**config.mk**
```make
export PLATFORM = sky130hd
export DESIGN_NAME = vfc_ctrl
export DESIGN_NICKNAME = d
export VERILOG_FILES = /design/src/rtl/vfc_pkg.sv /design/src/rtl/vfc_ctrl.sv
export SDC_FILE = /design/constraint.sdc
export NUM_CORES = 1
export LEC_CHECK = 0
export ABC_AREA = 1
export ABC_CLOCK_PERIOD_IN_PS = 1050
export BUFFER_PORTS_ARGS = -buffer_cell sky130_fd_sc_hd__buf_2
export CAP_MARGIN = 25
export CELL_PAD_IN_SITES_DETAIL_PLACEMENT = 1
export CELL_PAD_IN_SITES_GLOBAL_PLACEMENT = 1
export CORE_AREA = 4 4 41 43
export CTS_BUF_LIST = sky130_fd_sc_hd__clkbuf_4 sky130_fd_sc_hd__clkbuf_8 sky130_fd_sc_hd__clkbuf_16
export CTS_CLUSTER_SIZE = 24
export DETAILED_ROUTE_END_ITERATION = 7
export DIE_AREA = 0 0 45 47
export PLACE_DENSITY_LB_ADDON = 0.1
export SLEW_MARGIN = 15
export SYNTH_ARGS = -nofsm -noshare
export SYNTH_HDL_FRONTEND = slang
export SYNTH_SLANG_ARGS = --single-unit
```
**constraint.sdc**
```tcl
create_clock -name clk -period 1.05 [get_ports clk]
set_input_delay 0.21 -clock clk [delete_from_list [all_inputs] [get_ports clk]]
set_output_delay 0.21 -clock clk [all_outputs]
set_load 0.01 [all_outputs]
```
**src/rtl/vfc_pkg.sv**
```systemverilog
package vfc_pkg;

  typedef enum logic [1:0] {
    CMD_MARK  = 2'd0,
    CMD_PASS  = 2'd1,
    CMD_QUERY = 2'd2,
    CMD_NOP   = 2'd3
  } cmd_t;

  typedef enum logic [2:0] {
    ST_CLEAR,
    ST_IDLE,
    ST_DISPATCH,
    ST_READ,
    ST_DRAIN,
    ST_WRITE,
    ST_DONE
  } state_t;

  localparam int CounterWidth = 19;
  localparam logic [CounterWidth-1:0] CounterMax = {CounterWidth{1'b1}};

  typedef struct packed {
    logic [1:0] command;
    logic [3:0] pos_x;
    logic [7:0] pos_y;
    logic [3:0] pos_z;
  } req_t;

  typedef struct packed {
    logic                    is_solid;
    logic [5:0]              face_mask;
    logic [CounterWidth-1:0] face_base;
    logic [2:0]              face_total;
  } rsp_t;

  typedef struct packed {
    logic load;
    logic step_init;
    logic read;
    logic wr_row;
    logic clr_wr;
    logic finish;
  } ctrl_t;

  typedef struct packed {
    cmd_t command;
    logic in_chunk;
    logic last_step;
    logic clear_last;
  } stat_t;

endpackage

```
**src/rtl/vfc_ctrl.sv**
```systemverilog
module vfc_ctrl (
  input  logic            clk,
  input  logic            rst,
  input  logic            start,
  output logic            busy,
  input  vfc_pkg::stat_t  status,
  output vfc_pkg::ctrl_t  ctl
);

  vfc_pkg::state_t state;
  vfc_pkg::state_t state_next;

  always_ff @(posedge clk) begin
    if (rst) begin
      state <= vfc_pkg::ST_CLEAR;
    end else begin
      state <= state_next;
    end
  end

  always_comb begin
    state_next = state;
    unique case (state)
      vfc_pkg::ST_CLEAR: begin
        if (status.clear_last) state_next = vfc_pkg::ST_IDLE;
      end
      vfc_pkg::ST_IDLE: begin
        if (start) state_next = vfc_pkg::ST_DISPATCH;
      end
      vfc_pkg::ST_DISPATCH: begin
        if (status.in_chunk && (status.command == vfc_pkg::CMD_MARK ||
                                status.command == vfc_pkg::CMD_QUERY)) begin
          state_next = vfc_pkg::ST_READ;
        end else begin
          state_next = vfc_pkg::ST_DONE;
        end
      end
      vfc_pkg::ST_READ: begin
        if (status.last_step) state_next = vfc_pkg::ST_DRAIN;
      end
      vfc_pkg::ST_DRAIN: begin
        if (status.command == vfc_pkg::CMD_MARK) begin
          state_next = vfc_pkg::ST_WRITE;
        end else begin
          state_next = vfc_pkg::ST_DONE;
        end
      end
      vfc_pkg::ST_WRITE: state_next = vfc_pkg::ST_DONE;
      vfc_pkg::ST_DONE:  state_next = vfc_pkg::ST_IDLE;
      default:           state_next = vfc_pkg::ST_CLEAR;
    endcase
  end

  always_comb begin
    ctl  = '0;
    busy = 1'b1;
    unique case (state)
      vfc_pkg::ST_CLEAR: ctl.clr_wr = 1'b1;
      vfc_pkg::ST_IDLE: begin
        busy     = 1'b0;
        ctl.load = start;
      end
      vfc_pkg::ST_DISPATCH: ctl.step_init = 1'b1;
      vfc_pkg::ST_READ:     ctl.read      = 1'b1;
      vfc_pkg::ST_DRAIN:    ctl           = '0;
      vfc_pkg::ST_WRITE:    ctl.wr_row    = 1'b1;
      vfc_pkg::ST_DONE:     ctl.finish    = 1'b1;
      default:              ctl           = '0;
    endcase
  end

endmodule

```
==> report_table.html, run 1 <==
<table>
<tr><th>Metric</th><th>Value</th></tr>
<tr><th colspan="2">Power</th></tr>
<tr><td>Internal power</td><td>0.0009021 W</td></tr>
<tr><td>Clock network power share</td><td>0.143</td></tr>
<tr><td>Combinational power share</td><td>0.660</td></tr>
<tr><td>Share of power burned in registers</td><td>0.197</td></tr>
<tr><td>Total leakage power</td><td>0.3142 nW</td></tr>
<tr><td>Worst IR drop on VDD</td><td>988.7 uV</td></tr>
<tr><td>Net Switching</td><td>0.0007712 W</td></tr>
<tr><td>Total power density per cell area</td><td>2822 nW/um2</td></tr>
<tr><td>Switching power as a share of total power</td><td>0.4609</td></tr>
<tr><th colspan="2">Logic synthesis</th></tr>
<tr><td>Ys Warns</td><td>0</td></tr>
<tr><td>Cell area after technology mapping</td><td>261.5 um2</td></tr>
<tr><td>Synth unique cells</td><td>13</td></tr>
<tr><td>Mean post-synth cell area</td><td>5.230 um2</td></tr>
<tr><td>Syn Nets</td><td>58</td></tr>
<tr><td>Sequential-to-total area share from yosys stat</td><td>0.2297</td></tr>
<tr><td>Synth Instances</td><td>50</td></tr>
<tr><td>Synthesis-stage register bit count</td><td>3</td></tr>
<tr><th colspan="2">Placement</th></tr>
<tr><td>Final HPWL DP</td><td>760.7 um</td></tr>
<tr><td>Post-place instance area</td><td>382.9 um2</td></tr>
<tr><td>Final weighted congestion in routability-driven placement</td><td>0.6835</td></tr>
<tr><td>Total of buffers placed on input and output ports</td><td>14</td></tr>
<tr><td>Pre-CTS setup slack</td><td>-95.15 ps</td></tr>
<tr><th colspan="2">Setup path</th></tr>
<tr><td>Data arrival, critical path</td><td>1020 ps</td></tr>
<tr><td>Startpoint type of the worst setup path</td><td>flip-flop</td></tr>
<tr><td>Maximum fanout count along the critical path</td><td>3</td></tr>
<tr><td>Critical Path End Type</td><td>output pin</td></tr>
<tr><td>Worst Setup Path Type</td><td>reg2out</td></tr>
<tr><td>Required time worst endpoint</td><td>840 ps</td></tr>
<tr><th colspan="2">Run status</th></tr>
<tr><td>Violations in the final reports</td><td>negative setup slack</td></tr>
<tr><td>Outcome</td><td>finished, violations left</td></tr>
<tr><th colspan="2">Clocking</th></tr>
<tr><td>H-tree levels</td><td>1</td></tr>
<tr><td>Source-to-sink clock delay at the later pin of the worst-skew pair</td><td>240 ps</td></tr>
<tr><td>CTS clock-pin slew for the worst setup and hold paths</td><td>40 ps</td></tr>
<tr><td>Number of buffers on the longest clock path</td><td>2</td></tr>
<tr><td>TritonCTS clock tree</td><td>built</td></tr>
<tr><td>Number of buffers created by CTS</td><td>3</td></tr>
<tr><td># clock sinks</td><td>3</td></tr>
<tr><td>Root Buffer Master</td><td>sky130_fd_sc_hd__clkbuf_4</td></tr>
<tr><th colspan="2">Global routing</th></tr>
<tr><td>Number of antenna violations at the first check in global routing</td><td>0</td></tr>
<tr><td>Global-route wire length before repair</td><td>1.573 mm</td></tr>
<tr><td>Via count of the first global-routing pass</td><td>403</td></tr>
<tr><td>Total gr overflow</td><td>0</td></tr>
<tr><td>GRT Total Usage</td><td>0.1042</td></tr>
<tr><td>Largest net degree at the start of global routing</td><td>9</td></tr>
<tr><th colspan="2">Finish</th></tr>
<tr><td>Fraction of final layout cells sized beyond drive strength 1</td><td>0.6933</td></tr>
<tr><td>Reg with most FFs</td><td>state</td></tr>
<tr><td>Antenna Cells</td><td>0</td></tr>
<tr><td>Area of all placed cells without fillers</td><td>593.1 um2</td></tr>
<tr><td>Max FFs per register</td><td>3</td></tr>
<tr><td>Largest registers</td><td>state (3)</td></tr>
<tr><td>Core Util, Final</td><td>0.4558</td></tr>
<tr><td>Area added between synthesis and finish</td><td>126.8%</td></tr>
<tr><td>Net count, final</td><td>84</td></tr>
<tr><th colspan="2">Routing</th></tr>
<tr><td>Average detailed-routed wire length per instance</td><td>11.29 um</td></tr>
<tr><td>Number of vias per cell</td><td>4.322</td></tr>
<tr><td>Detailed-routing iteration count for the pre-antenna-repair pass</td><td>1</td></tr>
<tr><td>Count of routing violations after the opening detailed-route iteration</td><td>0</td></tr>
<tr><td>Detailed Route WL</td><td>1.016 mm</td></tr>
<tr><td>Routed Antenna Nets</td><td>0</td></tr>
<tr><td>DRC violations left</td><td>0</td></tr>
<tr><td>Via total after detailed routing</td><td>389</td></tr>
<tr><th colspan="2">Timing</th></tr>
<tr><td>Final hold violation count</td><td>0</td></tr>
<tr><td>Final number of max-transition violations</td><td>0</td></tr>
<tr><td>Setup violations, final</td><td>10</td></tr>
<tr><td>Tcrit/Tclk final</td><td>1.175</td></tr>
<tr><td>Max-slew headroom</td><td>0.8755</td></tr>
<tr><td>Final critical-path setup slack</td><td>-183.3 ps</td></tr>
<tr><td>RSZ-0062 raised after global routing</td><td>true</td></tr>
<tr><td>Final TNS setup</td><td>-1050 ps</td></tr>
<tr><td>Worst slew pin tran</td><td>186.2 ps</td></tr>
<tr><td>Min Clock Period, post-route</td><td>1233 ps</td></tr>
<tr><td>Clock skew after layout</td><td>6.316 ps</td></tr>
<tr><td>Maximum clock rate</td><td>810.8 MHz</td></tr>
<tr><th colspan="2">Die</th></tr>
<tr><td>Starting density of the core</td><td>0.2010</td></tr>
<tr><td>Top-Level Pins</td><td>15</td></tr>
<tr><td>Die extent in y</td><td>47 um</td></tr>
<tr><td>Overall die area</td><td>2115 um2</td></tr>
<tr><td>Core box area</td><td>1301 um2</td></tr>
<tr><td>Number of cell rows</td><td>13</td></tr>
<tr><td>Die Width</td><td>45 um</td></tr>
<tr><th colspan="2">Hold path</th></tr>
<tr><td>Min-delay worst type</td><td>in2reg</td></tr>
<tr><th colspan="2">Job</th></tr>
<tr><td>Max-Cap Viols</td><td>0</td></tr>
</table>
-- worst max-delay path, cell delays in order (launching register included) --
cell and delay (ps):
sky130_fd_sc_hd__dfxtp_4 350, sky130_fd_sc_hd__buf_6 120, sky130_fd_sc_hd__nor2_4 110, sky130_fd_sc_hd__nand2_2 60, sky130_fd_sc_hd__inv_2 50, sky130_fd_sc_hd__buf_6 90
-- worst paths after layout --
kind             from  endpoint  slack [ps]  cells after the start
max          state[2]    ctl[4]        -180                      5
min               rst  state[2]         230                      4
max reg2reg  state[2]  state[0]         -80                      8
min reg2reg  state[2]  state[2]         660                      4
-- power groups by stage --
| stage | clock [W] | sequential, W | combinational (W) |
|---|---|---|---|
| after floorplan | 0 | 0.000194 | 0.000420 |
| after global placement | 0 | 0.000230 | 0.000640 |
| after detailed placement | 0 | 0.000233 | 0.000643 |
| after CTS | 0.000240 | 0.000262 | 0.000713 |
| after global routing | 0.000248 | 0.000340 | 0.00120 |
| final | 0.000238 | 0.000330 | 0.00111 |
-- per-stage QoR --
step / total power [W] / std cells / hold slack, ps
floorplan: 0.0006140 / 50 / 361.9
global placement: 0.0008700 / 83 / 478.7
detailed placement: 0.0008763 / 83 / 478.0
CTS: 0.001214 / 88 / 223.7
global route: 0.001790 / 90 / 269.1
finish: 0.001673 / 90 / 229.4
-- cell usage after synthesis --
master                      n  share of area
sky130_fd_sc_hd__a21oi_1    1          0.019
sky130_fd_sc_hd__clkbuf_2   1          0.019
sky130_fd_sc_hd__dfxtp_1    3           0.23
sky130_fd_sc_hd__inv_1     10           0.14
sky130_fd_sc_hd__inv_2      1          0.014
sky130_fd_sc_hd__nand2_1   12           0.17
sky130_fd_sc_hd__nand3_1    4          0.077
sky130_fd_sc_hd__nand3_2    1          0.038
sky130_fd_sc_hd__nand3b_1   1          0.029
sky130_fd_sc_hd__nor2_1    11           0.16
sky130_fd_sc_hd__nor2_2     1          0.024
sky130_fd_sc_hd__nor3_1     2          0.038
sky130_fd_sc_hd__o21ai_0    2          0.038
-- cells in the final DEF (no fill, tap or decap) --
| cell | Yosys | layout |
|---|---|---|
| sky130_fd_sc_hd__inv_6 | 0 | 1 |
| sky130_fd_sc_hd__dfxtp_4 | 0 | 3 |
| sky130_fd_sc_hd__nor2_2 | 1 | 2 |
| sky130_fd_sc_hd__nand3_2 | 1 | 1 |
| sky130_fd_sc_hd__nand3_4 | 0 | 1 |
| sky130_fd_sc_hd__nor3_2 | 0 | 1 |
| sky130_fd_sc_hd__nand2_4 | 0 | 2 |
| sky130_fd_sc_hd__inv_1 | 10 | 6 |
| sky130_fd_sc_hd__o21ai_2 | 0 | 1 |
| sky130_fd_sc_hd__clkbuf_4 | 0 | 4 |
| sky130_fd_sc_hd__o21ai_0 | 2 | 1 |
| sky130_fd_sc_hd__nor3_4 | 0 | 1 |
| sky130_fd_sc_hd__a21oi_1 | 1 | 1 |
| sky130_fd_sc_hd__inv_4 | 0 | 1 |
| sky130_fd_sc_hd__buf_6 | 0 | 7 |
| sky130_fd_sc_hd__buf_4 | 0 | 5 |
| sky130_fd_sc_hd__nand3b_1 | 1 | 1 |
| sky130_fd_sc_hd__nand2_2 | 0 | 3 |
| sky130_fd_sc_hd__buf_2 | 0 | 10 |
| sky130_fd_sc_hd__nor2_4 | 0 | 6 |
| sky130_fd_sc_hd__nor2_1 | 11 | 4 |
| sky130_fd_sc_hd__inv_2 | 1 | 3 |
| sky130_fd_sc_hd__nand2_1 | 12 | 7 |
| sky130_fd_sc_hd__nand3_1 | 4 | 3 |
-- logic make-up after synthesis --
logic type      after synthesis  share of synthesized area
simple gates                 32                     0.5359
buf+inv                      12                     0.1770
flops                         3                     0.2297
compound gates                3                    0.05740
-- repair_timing --
action / 4_1_cts / 5_1_grt
hold buffers: 0 / 0
buffers inserted: 1 / 2
endpoints found under the setup margin: 10 / 10
gates resized for setup: 12 / 35
pin swaps: 2 / 7
endpoints found under the hold margin: 0 / 0
-- area by class of cell --
cell class,count,area (um2)
fill,167,708.2
inverter,11,48.80
clock buffer,4,30.03
timing repair buffer,22,166.4
sequential,3,71.32
tap,15,18.77
multi-input combinational,35,257.7
-- metal layers --
layer	global-route usage	part of all wire	wire length [um]
met5	0	0	0
met3	0.03831	0.080	81
met2	0.2006	0.53	537
met1	0.1020	0.39	397
met4	0.03509	0	0
(Power assumes the default switching activity.)
==> run 2, diff against run 1 <==
==> constraint.sdc (replaced) <==
create_clock -name clk -period 1.05 [get_ports clk]
set_input_delay 0.1575 -clock clk [delete_from_list [all_inputs] [get_ports clk]]
set_output_delay 0.1575 -clock clk [all_outputs]
set_load 0.01 [all_outputs]
==> run 2 against run 1 <==
Against the previous run: the run still ends with negative setup slack left; clock skew shrank 3.3 ps; combinational power grew 7%; setup slack gained 37 ps; non-clock buffer count grew 8; register-to-register slack gained 20 ps; final area grew 4.4%; sequential cell count is the same; critical endpoint is now ctl[5]; largest cell class unchanged; highest routed layer unchanged.
==> report_table.html, run 2 (same netlist as run 1, synthesis figures left out) <==
<table>
<tr><th>Metric</th><th>Value</th></tr>
<tr><th colspan="2">Finish</th></tr>
<tr><td>Register cell area after layout</td><td>71.32 um2</td></tr>
<tr><td>Top library cells by usage in the layout, fill and taps aside</td><td>sky130_fd_sc_hd__buf_2 (12), sky130_fd_sc_hd__buf_4 (12), sky130_fd_sc_hd__nand2_1 (8), sky130_fd_sc_hd__inv_1 (8), sky130_fd_sc_hd__buf_6 (6)</td></tr>
<tr><td>Largest registers</td><td>state (3)</td></tr>
<tr><td>Net count, final</td><td>92</td></tr>
<tr><td>Max FFs per register</td><td>3</td></tr>
<tr><td>Fraction of final layout cells sized beyond drive strength 1</td><td>0.6627</td></tr>
<tr><td>Antenna Cells</td><td>0</td></tr>
<tr><td>Final instance count without filler cells</td><td>98</td></tr>
<tr><td>Area added between synthesis and finish</td><td>136.8%</td></tr>
<tr><td>Footprint of the multi-input gates</td><td>232.7 um2</td></tr>
<tr><td>Layout fillers</td><td>172</td></tr>
<tr><td>Reg with most FFs</td><td>state</td></tr>
<tr><th colspan="2">Setup path</th></tr>
<tr><td>Data arrival, critical path</td><td>1040 ps</td></tr>
<tr><td>Worst reg-to-reg path cell count</td><td>7</td></tr>
<tr><td>Endpoint of the worst-slack reg-to-reg timing path</td><td>state[1]</td></tr>
<tr><td>Startpoint type of the worst setup path</td><td>flip-flop</td></tr>
<tr><td>Critical Path End Type</td><td>output pin</td></tr>
<tr><td>Worst Setup Path Type</td><td>reg2out</td></tr>
<tr><td>Maximum fanout count along the critical path</td><td>5</td></tr>
<tr><td>Source of the worst register-to-register timing path</td><td>state[2]</td></tr>
<tr><td>Required time worst endpoint</td><td>890 ps</td></tr>
<tr><td>Worst reg2reg setup slack</td><td>-60 ps</td></tr>
<tr><th colspan="2">Routing</th></tr>
<tr><td>Number of vias per cell</td><td>4.337</td></tr>
<tr><td>Count of routing violations after the opening detailed-route iteration</td><td>2</td></tr>
<tr><td>DRC violations left</td><td>0</td></tr>
<tr><td>Detailed Route WL</td><td>1.095 mm</td></tr>
<tr><td>Detailed-routing iteration count for the pre-antenna-repair pass</td><td>2</td></tr>
<tr><td>Via total after detailed routing</td><td>425</td></tr>
<tr><td>Routed Antenna Nets</td><td>0</td></tr>
<tr><td>Average detailed-routed wire length per instance</td><td>11.17 um</td></tr>
<tr><th colspan="2">Hold path</th></tr>
<tr><td>Hold Crit Depth</td><td>4</td></tr>
<tr><td>Source of the worst hold timing path</td><td>rst</td></tr>
<tr><td>End of the worst hold path</td><td>state[0]</td></tr>
<tr><td>Min-delay worst type</td><td>in2reg</td></tr>
<tr><th colspan="2">Timing</th></tr>
<tr><td>Worst slew pin tran</td><td>156.6 ps</td></tr>
<tr><td>Tcrit/Tclk final</td><td>1.140</td></tr>
<tr><td>Min Clock Period, post-route</td><td>1197 ps</td></tr>
<tr><td>Final number of max-transition violations</td><td>0</td></tr>
<tr><td>Final critical-path setup slack</td><td>-146.7 ps</td></tr>
<tr><td>Final TNS setup</td><td>-965.0 ps</td></tr>
<tr><td>Setup violations, final</td><td>10</td></tr>
<tr><td>RSZ-0062 raised after global routing</td><td>true</td></tr>
<tr><td>Max-slew headroom</td><td>0.8945</td></tr>
<tr><td>Worst hold slack after final layout</td><td>181.6 ps</td></tr>
<tr><td>Maximum clock rate</td><td>835.7 MHz</td></tr>
<tr><td>Final hold violation count</td><td>0</td></tr>
<tr><td>Clock skew after layout</td><td>3.058 ps</td></tr>
<tr><th colspan="2">Global routing</th></tr>
<tr><td>GRT Total Usage</td><td>0.1018</td></tr>
<tr><td>Largest net degree at the start of global routing</td><td>9</td></tr>
<tr><td>Number of antenna violations at the first check in global routing</td><td>0</td></tr>
<tr><td>Total gr overflow</td><td>0</td></tr>
<tr><td>Global-route wire length before repair</td><td>1.538 mm</td></tr>
<tr><td>Via count of the first global-routing pass</td><td>371</td></tr>
<tr><th colspan="2">Die</th></tr>
<tr><td>Overall die area</td><td>2115 um2</td></tr>
<tr><td>Core box area</td><td>1301 um2</td></tr>
<tr><td>Die Width</td><td>45 um</td></tr>
<tr><td>Number of cell rows</td><td>13</td></tr>
<tr><td>Die extent in y</td><td>47 um</td></tr>
<tr><td>Top-Level Pins</td><td>15</td></tr>
<tr><td>Starting density of the core</td><td>0.2010</td></tr>
<tr><th colspan="2">Clocking</th></tr>
<tr><td>Root Buffer Master</td><td>sky130_fd_sc_hd__clkbuf_4</td></tr>
<tr><td>Source-to-sink clock delay at the later pin of the worst-skew pair</td><td>230 ps</td></tr>
<tr><td>Number of buffers created by CTS</td><td>3</td></tr>
<tr><td># clock sinks</td><td>3</td></tr>
<tr><td>CTS clock-pin slew for the worst setup and hold paths</td><td>40 ps</td></tr>
<tr><td>Number of buffers on the longest clock path</td><td>2</td></tr>
<tr><td>TritonCTS clock tree</td><td>built</td></tr>
<tr><td>H-tree levels</td><td>1</td></tr>
<tr><td>Number of buffers added to fix hold violations after cts</td><td>0</td></tr>
<tr><th colspan="2">Placement</th></tr>
<tr><td>Inst Count DP</td><td>84</td></tr>
<tr><td>Total of buffers placed on input and output ports</td><td>14</td></tr>
<tr><td>Final HPWL DP</td><td>668.9 um</td></tr>
<tr><td>Final weighted congestion in routability-driven placement</td><td>0.6421</td></tr>
<tr><td>Pre-CTS setup slack</td><td>-90.45 ps</td></tr>
<tr><th colspan="2">Run status</th></tr>
<tr><td>Outcome</td><td>finished, violations left</td></tr>
<tr><td>Violations in the final reports</td><td>negative setup slack</td></tr>
<tr><th colspan="2">Power</th></tr>
<tr><td>Worst IR drop on VDD</td><td>1009 uV</td></tr>
<tr><td>Total leakage power</td><td>0.3390 nW</td></tr>
<tr><td>Total power density per cell area</td><td>2772 nW/um2</td></tr>
<tr><td>Overall Power</td><td>0.001717 W</td></tr>
<tr><th colspan="2">Job</th></tr>
<tr><td>Max-Cap Viols</td><td>0</td></tr>
</table>
[run 2: layout make-up]
type,count,area share
timing repair buffer,30,0.3515
inverter,11,0.07879
clock buffer,4,0.04848
sequential,3,0.1152
multi-input combinational,35,0.3758
tap,15,0.03030
[run 2: power breakdown]
group | internal [W] | leakage [nW] | total [W] | switching, W
Clock | 0.000168 | 0.0184 | 0.000229 | 0.0000611
Sequential | 0.000187 | 0.0267 | 0.000297 | 0.000110
Combinational | 0.000633 | 0.294 | 0.00119 | 0.000557
Total | 0.000989 | 0.339 | 0.00172 | 0.000728
[run 2: per-stage QoR]
| stage | cell area, um2 | util |
|---|---|---|
| detailed placement | 390.4 | 0.3000 |
| CTS | 515.5 | 0.3962 |
| finish | 619.3 | 0.4760 |
| global placement | 390.4 | 0.3000 |
| floorplan | 261.5 | - |
| global route | 619.3 | 0.4760 |
[run 2: metal layers]
layer,vias up,wire [um],part of all wire,track usage
met2,13,588,0.54,0.1808
met5,-,0,0,0
met1,196,422,0.39,0.1134
li1,216,-,-,-
met3,0,84,0.077,0.05747
met4,0,0,0,0
[run 2: how the worst max path moves through the flow]
stage	startpoint	to	slack, ps	depth (start not counted)
3_5_place_dp	state[1]	state[1]	-90	7
4_1_cts	state[2]	ctl[5]	-170	5
2_1_floorplan	state[1]	state[0]	30	7
6_report	state[2]	ctl[5]	-150	5
5_1_grt	state[1]	ctl[3]	-230	4
3_3_place_gp	state[1]	state[0]	-90	7
[run 2: worst max-delay path, cell delays in order, from the launching register on]
cell and delay [ps]:
sky130_fd_sc_hd__dfxtp_4 350, sky130_fd_sc_hd__inv_4 80, sky130_fd_sc_hd__nand3_4 70, sky130_fd_sc_hd__buf_6 120, sky130_fd_sc_hd__nor2_2 60, sky130_fd_sc_hd__buf_2 130
[run 2: repair_timing]
action                     4_1_cts  5_1_grt
pin swaps                        3        7
setup endpoints to repair       10       10
resized for setup               16       22
setup buffers                    7        3
